==> src/rtl/core/i2cm_pkg.sv <==
`default_nettype none

package i2cm_pkg;

	// Request codes carried by each tick.
	localparam logic [2:0] REQ_NONE     = 3'd0;
	localparam logic [2:0] REQ_START    = 3'd1;
	localparam logic [2:0] REQ_STOP     = 3'd2;
	localparam logic [2:0] REQ_WRITE    = 3'd3;
	localparam logic [2:0] REQ_RD_ACK   = 3'd4;
	localparam logic [2:0] REQ_RD_NACK  = 3'd5;

	// Completion status codes.
	localparam logic [1:0] ST_OK        = 2'd0;
	localparam logic [1:0] ST_BUS_BUSY  = 2'd1;
	localparam logic [1:0] ST_BUS_ERR   = 2'd2;
	localparam logic [1:0] ST_NACK      = 2'd3;

	// Configuration register indexes and reset values.
	localparam int unsigned CFG_IDX_W   = 1;
	localparam logic [CFG_IDX_W-1:0] CFG_PHASE_DELAY = 1'd0;
	localparam logic [CFG_IDX_W-1:0] CFG_ACK_TIMEOUT = 1'd1;
	localparam logic [15:0] PHASE_DELAY_RST = 16'd4;
	localparam logic [15:0] ACK_TIMEOUT_RST = 16'd100;

	// Number of data bits in one byte transfer.
	localparam logic [3:0] BYTE_BITS = 4'd8;

	// Bus phases, one-hot.
	typedef enum logic [19:0] {
		PH_IDLE    = 20'h00001,
		PH_ST_REL  = 20'h00002,
		PH_ST_SDA  = 20'h00004,
		PH_ST_SCL  = 20'h00008,
		PH_SP_SDA  = 20'h00010,
		PH_SP_SCL  = 20'h00020,
		PH_SP_REL  = 20'h00040,
		PH_WR_SCL  = 20'h00080,
		PH_WR_BIT  = 20'h00100,
		PH_WR_HI   = 20'h00200,
		PH_WR_LO   = 20'h00400,
		PH_WR_AREL = 20'h00800,
		PH_WR_AHI  = 20'h01000,
		PH_WR_POLL = 20'h02000,
		PH_RD_PREP = 20'h04000,
		PH_RD_HI   = 20'h08000,
		PH_RD_LO   = 20'h10000,
		PH_AK_SDA  = 20'h20000,
		PH_AK_HI   = 20'h40000,
		PH_AK_LO   = 20'h80000
	} phase_t;

	// One input tick.
	typedef struct packed {
		logic [2:0] req_type;
		logic [7:0] tx_byte;
		logic       sda_in;
	} item_t;

	// One result per tick.
	typedef struct packed {
		logic       scl_out;
		logic       sda_out;
		logic       busy_res;
		logic       done_res;
		logic [1:0] status;
		logic [7:0] rx_byte;
	} result_t;

	// Configuration seen by the sequencer.
	typedef struct packed {
		logic [15:0] phase_delay;
		logic [15:0] ack_timeout;
	} cfg_t;

endpackage

`default_nettype wire

==> src/rtl/core/i2cm_seq.sv <==
`default_nettype none

// Bus phase sequencer: holds the engine state and computes one tick's update.
module i2cm_seq (
	input  wire logic             clk,
	input  wire logic             arst_n,
	input  wire logic             step,
	input  wire i2cm_pkg::item_t  item,
	input  wire i2cm_pkg::cfg_t   cfg,
	output i2cm_pkg::result_t     result
);

	i2cm_pkg::phase_t phase_q, phase_d;
	logic [3:0]  bit_count_q, bit_count_d;
	logic [15:0] hold_count_q, hold_count_d;
	logic [15:0] ack_count_q, ack_count_d;
	logic [7:0]  shift_q, shift_d;
	logic        scl_q, scl_d;
	logic        sda_q, sda_d;
	logic [1:0]  status_q, status_d;
	logic        nack_q, nack_d;
	logic [7:0]  rx_q, rx_d;
	logic        done;
	logic [3:0]  bit_inc;

	assign bit_inc = bit_count_q + 4'd1;

	// Next state for one tick.
	always_comb begin
		phase_d      = phase_q;
		bit_count_d  = bit_count_q;
		hold_count_d = hold_count_q;
		ack_count_d  = ack_count_q;
		shift_d      = shift_q;
		scl_d        = scl_q;
		sda_d        = sda_q;
		status_d     = status_q;
		nack_d       = nack_q;
		rx_d         = rx_q;
		done         = 1'b0;

		if (phase_q == i2cm_pkg::PH_IDLE) begin
			// Idle: take a new command.
			case (item.req_type)
				i2cm_pkg::REQ_START: begin
					phase_d      = i2cm_pkg::PH_ST_REL;
					scl_d        = 1'b1;
					sda_d        = 1'b1;
					hold_count_d = cfg.phase_delay;
				end
				i2cm_pkg::REQ_STOP: begin
					phase_d      = i2cm_pkg::PH_SP_SDA;
					sda_d        = 1'b0;
					hold_count_d = cfg.phase_delay;
				end
				i2cm_pkg::REQ_WRITE: begin
					shift_d      = item.tx_byte;
					bit_count_d  = 4'd0;
					phase_d      = i2cm_pkg::PH_WR_SCL;
					scl_d        = 1'b0;
					hold_count_d = cfg.phase_delay;
				end
				i2cm_pkg::REQ_RD_ACK, i2cm_pkg::REQ_RD_NACK: begin
					nack_d       = (item.req_type == i2cm_pkg::REQ_RD_NACK);
					shift_d      = 8'd0;
					bit_count_d  = 4'd0;
					phase_d      = i2cm_pkg::PH_RD_PREP;
					scl_d        = 1'b0;
					sda_d        = 1'b1;
					hold_count_d = 16'd0;
				end
				default: begin
				end
			endcase
		end else if (hold_count_q != 16'd0) begin
			// Still holding the current phase.
			hold_count_d = hold_count_q - 16'd1;
		end else begin
			// End of phase: act and enter the next one.
			hold_count_d = cfg.phase_delay;
			case (phase_q)
				i2cm_pkg::PH_ST_REL: begin
					if (!item.sda_in) begin
						phase_d      = i2cm_pkg::PH_IDLE;
						hold_count_d = 16'd0;
						status_d     = i2cm_pkg::ST_BUS_BUSY;
						done         = 1'b1;
					end else begin
						phase_d = i2cm_pkg::PH_ST_SDA;
						sda_d   = 1'b0;
					end
				end
				i2cm_pkg::PH_ST_SDA: begin
					phase_d = i2cm_pkg::PH_ST_SCL;
					scl_d   = 1'b0;
				end
				i2cm_pkg::PH_ST_SCL: begin
					phase_d      = i2cm_pkg::PH_IDLE;
					hold_count_d = 16'd0;
					status_d     = item.sda_in ? i2cm_pkg::ST_BUS_ERR : i2cm_pkg::ST_OK;
					done         = 1'b1;
				end
				i2cm_pkg::PH_SP_SDA: begin
					phase_d = i2cm_pkg::PH_SP_SCL;
					scl_d   = 1'b1;
				end
				i2cm_pkg::PH_SP_SCL: begin
					phase_d = i2cm_pkg::PH_SP_REL;
					sda_d   = 1'b1;
				end
				i2cm_pkg::PH_SP_REL: begin
					phase_d      = i2cm_pkg::PH_IDLE;
					hold_count_d = 16'd0;
					status_d     = i2cm_pkg::ST_OK;
					done         = 1'b1;
				end
				i2cm_pkg::PH_WR_SCL: begin
					phase_d = i2cm_pkg::PH_WR_BIT;
					sda_d   = shift_q[7];
					shift_d = {shift_q[6:0], 1'b0};
				end
				i2cm_pkg::PH_WR_BIT: begin
					phase_d = i2cm_pkg::PH_WR_HI;
					scl_d   = 1'b1;
				end
				i2cm_pkg::PH_WR_HI: begin
					phase_d = i2cm_pkg::PH_WR_LO;
					scl_d   = 1'b0;
				end
				i2cm_pkg::PH_WR_LO: begin
					bit_count_d = bit_inc;
					if (bit_inc >= i2cm_pkg::BYTE_BITS) begin
						phase_d = i2cm_pkg::PH_WR_AREL;
						sda_d   = 1'b1;
					end else begin
						phase_d = i2cm_pkg::PH_WR_BIT;
						sda_d   = shift_q[7];
						shift_d = {shift_q[6:0], 1'b0};
					end
				end
				i2cm_pkg::PH_WR_AREL: begin
					phase_d = i2cm_pkg::PH_WR_AHI;
					scl_d   = 1'b1;
				end
				i2cm_pkg::PH_WR_AHI: begin
					phase_d      = i2cm_pkg::PH_WR_POLL;
					hold_count_d = 16'd0;
					ack_count_d  = 16'd0;
				end
				i2cm_pkg::PH_WR_POLL: begin
					// Poll for the slave acknowledge, one check per tick.
					hold_count_d = 16'd0;
					if (!item.sda_in || ack_count_q >= cfg.ack_timeout) begin
						phase_d  = i2cm_pkg::PH_IDLE;
						scl_d    = 1'b0;
						sda_d    = 1'b1;
						status_d = item.sda_in ? i2cm_pkg::ST_NACK : i2cm_pkg::ST_OK;
						done     = 1'b1;
					end else begin
						ack_count_d = ack_count_q + 16'd1;
					end
				end
				i2cm_pkg::PH_RD_PREP: begin
					phase_d = i2cm_pkg::PH_RD_HI;
					scl_d   = 1'b1;
				end
				i2cm_pkg::PH_RD_HI: begin
					shift_d = {shift_q[6:0], item.sda_in};
					phase_d = i2cm_pkg::PH_RD_LO;
					scl_d   = 1'b0;
				end
				i2cm_pkg::PH_RD_LO: begin
					bit_count_d = bit_inc;
					if (bit_inc >= i2cm_pkg::BYTE_BITS) begin
						rx_d    = shift_q;
						phase_d = i2cm_pkg::PH_AK_SDA;
						sda_d   = nack_q;
					end else begin
						phase_d = i2cm_pkg::PH_RD_HI;
						scl_d   = 1'b1;
					end
				end
				i2cm_pkg::PH_AK_SDA: begin
					phase_d = i2cm_pkg::PH_AK_HI;
					scl_d   = 1'b1;
				end
				i2cm_pkg::PH_AK_HI: begin
					phase_d = i2cm_pkg::PH_AK_LO;
					scl_d   = 1'b0;
				end
				i2cm_pkg::PH_AK_LO: begin
					phase_d      = i2cm_pkg::PH_IDLE;
					hold_count_d = 16'd0;
					sda_d        = 1'b1;
					status_d     = i2cm_pkg::ST_OK;
					done         = 1'b1;
				end
				default: begin
					phase_d      = i2cm_pkg::PH_IDLE;
					hold_count_d = 16'd0;
				end
			endcase
		end
	end

	// The result reflects the state after this tick.
	always_comb begin
		result.scl_out  = scl_d;
		result.sda_out  = sda_d;
		result.busy_res = (phase_d != i2cm_pkg::PH_IDLE);
		result.done_res = done;
		result.status   = status_d;
		result.rx_byte  = rx_d;
	end

	// Engine state registers, updated once per tick.
	always_ff @(posedge clk or negedge arst_n) begin
		if (!arst_n) begin
			phase_q      <= i2cm_pkg::PH_IDLE;
			bit_count_q  <= 4'd0;
			hold_count_q <= 16'd0;
			ack_count_q  <= 16'd0;
			shift_q      <= 8'd0;
			scl_q        <= 1'b1;
			sda_q        <= 1'b1;
			status_q     <= i2cm_pkg::ST_OK;
			nack_q       <= 1'b0;
			rx_q         <= 8'd0;
		end else if (step) begin
			phase_q      <= phase_d;
			bit_count_q  <= bit_count_d;
			hold_count_q <= hold_count_d;
			ack_count_q  <= ack_count_d;
			shift_q      <= shift_d;
			scl_q        <= scl_d;
			sda_q        <= sda_d;
			status_q     <= status_d;
			nack_q       <= nack_d;
			rx_q         <= rx_d;
		end
	end

endmodule

`default_nettype wire

==> src/rtl/core/i2c_master_byte_engine_unit.sv <==
// Byte-level I2C master, one timing tick per transaction.
// A tick goes through the input register and then the result register, which may stall.
// Throughput: one tick per cycle if not stalled; the sequencer state updates once per tick.
// Reset (arst_n low, asynchronous): bus idle, SCL and SDA released, status and rx byte zero,
// phase_delay 4 and ack_timeout 100, both pipeline registers empty.
`default_nettype none

module i2c_master_byte_engine_unit (
	input  wire logic                                clk,
	input  wire logic                                arst_n,
	input  wire logic                                item_valid,
	output logic                                     item_stall,
	input  wire i2cm_pkg::item_t                     item,
	output logic                                     result_valid,
	input  wire logic                                result_stall,
	output i2cm_pkg::result_t                        result,
	input  wire logic                                cfg_we,
	input  wire logic [i2cm_pkg::CFG_IDX_W-1:0]      cfg_index,
	input  wire logic [15:0]                         cfg_wdata
);

	i2cm_pkg::cfg_t    cfg_q;
	logic              valid_s1;
	i2cm_pkg::item_t   item_s1;
	logic              advance;
	i2cm_pkg::result_t seq_result;
	i2cm_pkg::result_t result_s2;
	logic              valid_s2;

	// Configuration registers.
	always_ff @(posedge clk or negedge arst_n) begin
		if (!arst_n) begin
			cfg_q.phase_delay <= i2cm_pkg::PHASE_DELAY_RST;
			cfg_q.ack_timeout <= i2cm_pkg::ACK_TIMEOUT_RST;
		end else if (cfg_we) begin
			if (cfg_index == i2cm_pkg::CFG_PHASE_DELAY) begin
				cfg_q.phase_delay <= cfg_wdata;
			end
			if (cfg_index == i2cm_pkg::CFG_ACK_TIMEOUT) begin
				cfg_q.ack_timeout <= cfg_wdata;
			end
		end
	end

	// The tick in the input register moves on unless the result register is blocked.
	assign advance    = valid_s1 && (!valid_s2 || !result_stall);
	assign item_stall = valid_s1 && !advance;

	// Input register.
	always_ff @(posedge clk or negedge arst_n) begin
		if (!arst_n) begin
			valid_s1 <= 1'b0;
		end else if (!item_stall) begin
			valid_s1 <= item_valid;
		end
	end

	always_ff @(posedge clk) begin
		if (item_valid && !item_stall) begin
			item_s1 <= item;
		end
	end

	// Phase sequencer.
	i2cm_seq u_seq (
		.clk    (clk),
		.arst_n (arst_n),
		.step   (advance),
		.item   (item_s1),
		.cfg    (cfg_q),
		.result (seq_result)
	);

	// Result register.
	always_ff @(posedge clk or negedge arst_n) begin
		if (!arst_n) begin
			valid_s2 <= 1'b0;
		end else if (advance) begin
			valid_s2 <= 1'b1;
		end else if (!result_stall) begin
			valid_s2 <= 1'b0;
		end
	end

	always_ff @(posedge clk) begin
		if (advance) begin
			result_s2 <= seq_result;
		end
	end

	assign result_valid = valid_s2;
	assign result       = result_s2;

endmodule

`default_nettype wire

==> config.mk <==
export PLATFORM = sky130hd
export DESIGN_NAME = i2c_master_byte_engine_unit
export DESIGN_NICKNAME = d
export VERILOG_FILES = /design/src/rtl/core/i2cm_pkg.sv /design/src/rtl/core/i2cm_seq.sv /design/src/rtl/core/i2c_master_byte_engine_unit.sv
export SDC_FILE = /design/constraint.sdc
export NUM_CORES = 1
export LEC_CHECK = 0
export BUFFER_PORTS_ARGS = -buffer_cell sky130_fd_sc_hd__buf_2
export CAP_MARGIN = 10
export CORE_UTILIZATION = 56
export DETAILED_ROUTE_END_ITERATION = 10
export PLACE_DENSITY = 0.82
export SLEW_MARGIN = 40
export SYNTH_ARGS = -nofsm -noshare
export SYNTH_HDL_FRONTEND = slang
export SYNTH_SLANG_ARGS = --single-unit
export TNS_END_PERCENT = 100
==> constraint.sdc <==
create_clock -name clk -period 3.3 [get_ports clk]
set_input_delay 0 -clock clk [delete_from_list [all_inputs] [get_ports clk]]
set_output_delay 0 -clock clk [all_outputs]
set_load 0.005 [all_outputs]
==> results.cfg <==
[synthesis]
synth-seq-cells = 137
synthDistinctLibCells = 68
synth_commonest_cells = nand2_1 (105), dfrtp_1 (104), o21ai_0 (73)
synthTopCellsByArea = dfrtp_1 (34%), edfxtp_1 (10%), mux2_2 (6.3%)
synth_area_leader_cell = dfrtp_1
synth_top_area_frac = 0.345
synth_cells = 786
syn_nets = 839
synth_area_per_cell_sq_um = 9.61
synth_edf_count = 26
async_flop_share = 0.810
yosysMostFrequentCell = nand2_1
ys.flop_type = dfrtp_1
syn_area_sq_mm = 0.00755
ys_seq_area_frac = 0.472
synth_warnings = 0

[detailed_routing]
ant_nets = 0
via_per_inst = 6.28
routed_wl_mm = 21.6
via_count = 6764
routed-wl-met2_mm = 10.4
drt-pass1-iter-count = 5
dr_wl_met3_mm = 1.84
wl_met1_mm = 8.76
top_layer_used = met4
drt-initial-drc-count = 920
drt-wirelength-per-cell_um = 20.1
drc_errors = 0

[place]
dpl_cell_area_sq_mm = 0.00814
gp_congestion = 0.952
io_buffers = 49
hpwl_mm = 14.6
dpl.cell_count = 1013
pre_cts_ws_ps = 243

[sta]
hold_violations = 0
timing.hold.ws_ps = 134
max_slew.worst_pin.slew_ps = 794
finalClockSkew_ps = 11.9
setup_tns_ps = 0
slew-limit-headroom = 0.466
period_needed_ps = 3080
drv_slew = 0
finalCritPeriodShare = 0.933
setup_ws_ps = 220
fmax_mhz = 325
setup_viol = 0

[hold_path]
worstHoldPathType = in -> async

[floorplanning]
start_util = 0.572
rows = 42
die_h_um = 118
dieArea_sq_mm = 0.0140
pin_count = 50
die_w_um = 118
core_area_sq_mm = 0.0132

[critical_path]
start_kind = flip-flop
worstSetupEndpointType = flip-flop
worstPathArrival_ps = 3240
required_ps = 3460
cp_max_fo = 9
crit_type = reg -> reg

[run_status]
status = completed

[power_and_ir_drop]
p_int_mw = 3.63
seqPwrFrac = 0.382
power_mw = 5.72
clock_power_share = 0.326
swShare = 0.365
p_sw_mw = 2.09
pwr-share-comb = 0.293
p_leak_nw = 4.10
peakVddDrop_mv = 0.530
power.density_mw_per_mm2 = 632

[clock_network]
tritoncts = done
clock-root-buffer = clkbuf_16
clk_latency_ps = 430
ctsLongestPathBuffers = 2
postCtsSetupRepairBufs = 0
cts_sinks = 137
numCtsBuffers = 17
clkTransAtPathRegs_ps = 70
h-tree-depth = 4

[global_routing]
grt_overflow = 0
grt_pass1_wl_mm = 35.1
grt_max_degree = 64
grt_usage = 0.325
antenna_found_initial = 0
first_global_vias = 6720

[cells_and_area]
fin_cells = 1077
area_growth_pct = 19.9
ff_latch_area_sq_mm = 0.00357
antenna_cells = 0
fin_util = 0.686
final_cell_area_sq_mm = 0.00905
drive_gt1_frac = 0.220
multiInputGateArea_sq_mm = 0.00374
fin_nets = 941
fillCellCount = 948

[flow_run]
maxCapViolCount = 0
## critical path, stage by stage (launching register included)
cell	delay, ps
dfrtp_1	470
or4_1	770
nor4_4	390
nand3_1	310
a21oi_1	210
buf_4	180
a311oi_1	60
a21oi_1	270
nand4_1	150
## power groups by stage
| stage | combinational [mW] | clock (mW) | sequential [mW] |
|---|---|---|---|
| 2_1_floorplan | 1.13 | 0 | 2.11 |
| 3_3_place_gp | 1.55 | 0 | 2.18 |
| 3_5_place_dp | 1.57 | 0 | 2.19 |
| 4_1_cts | 1.62 | 1.87 | 2.16 |
| 5_1_grt | 1.83 | 1.95 | 2.20 |
| 6_report | 1.67 | 1.86 | 2.18 |
## state kept, by name (all words and copies together) (netlist names), 8 cells and up
name	count
result	14
u_seq.phase_q	20
u_seq.hold_count_q	16
cfg_q	32
u_seq.ack_count_q	16
item_s1	12
u_seq.shift_q	8
u_seq.rx_q	8
## area by class of cell
| type | instances | area share |
|---|---|---|
| Clock buffer | 17 | 0.0470 |
| Clock inverter | 15 | 0.0170 |
| Inverter | 25 | 0.0104 |
| Multi-Input combinational cell | 589 | 0.413 |
| Sequential cell | 137 | 0.394 |
| Tap cell | 176 | 0.0243 |
| Timing Repair Buffer | 118 | 0.0938 |
## routing by layer
layer,track usage,up-vias
li1,-,3090
met1,0.435,3269
met2,0.511,351
met3,0.0751,54
met4,0.134,0
met5,0,-
## repair_timing
| item | in CTS | in global routing |
|---|---|---|
| gates resized for setup | 0 | 2 |
| endpoints found under the hold margin | 102 | 0 |
| setup endpoints to repair | 0 | 7 |
| hold buffers | 32 | 0 |
## placed cells by master (no fill, tap or decap), types with 6 or more instances in the layout
cell           instances
inv_1                 25
nand3_1               26
buf_4                 37
nand4b_1               6
dlygate4sd3_1         32
o31ai_1               10
buf_2                 48
a21o_1                10
a31oi_1                7
nor4_1                13
a21oi_1               42
nand2_1              105
dfrtp_1              104
nor2b_1                6
nand4_1               18
nor2_1                51
dfstp_2                7
nor3_1                20
xnor2_1                6
ha_1                  19
edfxtp_1              26
and3_1                16
nand2b_1              13
and2_1                 8
mux2_2                42
clkbuf_16             17
o21ai_0               72
or2_2                  7
## final timing paths
check                                                   start                                 to  slack [ps]  depth (start not counted)
worst max register to register  u_seq.phase_q[11]$_DFFE_PN0P_               result[11]$_DFFE_PP_         220                          8
min in group clk                                    cfg_index              cfg_q[28]$_DFFE_PN0P_         200                          4
worst max-delay path            u_seq.phase_q[11]$_DFFE_PN0P_               result[11]$_DFFE_PP_         220                          8
worst min-delay path                                   arst_n  u_seq.ack_count_q[12]$_DFFE_PN0P_         130                          2
worst min register to register      u_seq.rx_q[0]$_DFFE_PN0P_          u_seq.rx_q[0]$_DFFE_PN0P_         480                          2
max in group asynchronous                              arst_n              cfg_q[18]$_DFFE_PN1P_        2330                          3
## kinds of logic after synthesis
group,Yosys count,share of synthesized area
XOR/XNOR,10,0.0116
adder cells (fa/ha/maj),19,0.0315
multiplexers,44,0.0653
AND/OR/NAND/NOR,331,0.237
buffers and inverters,60,0.0336
AO/OA/AOI/OAI,185,0.148
flip-flops,137,0.472
(Power assumes the default switching activity.)
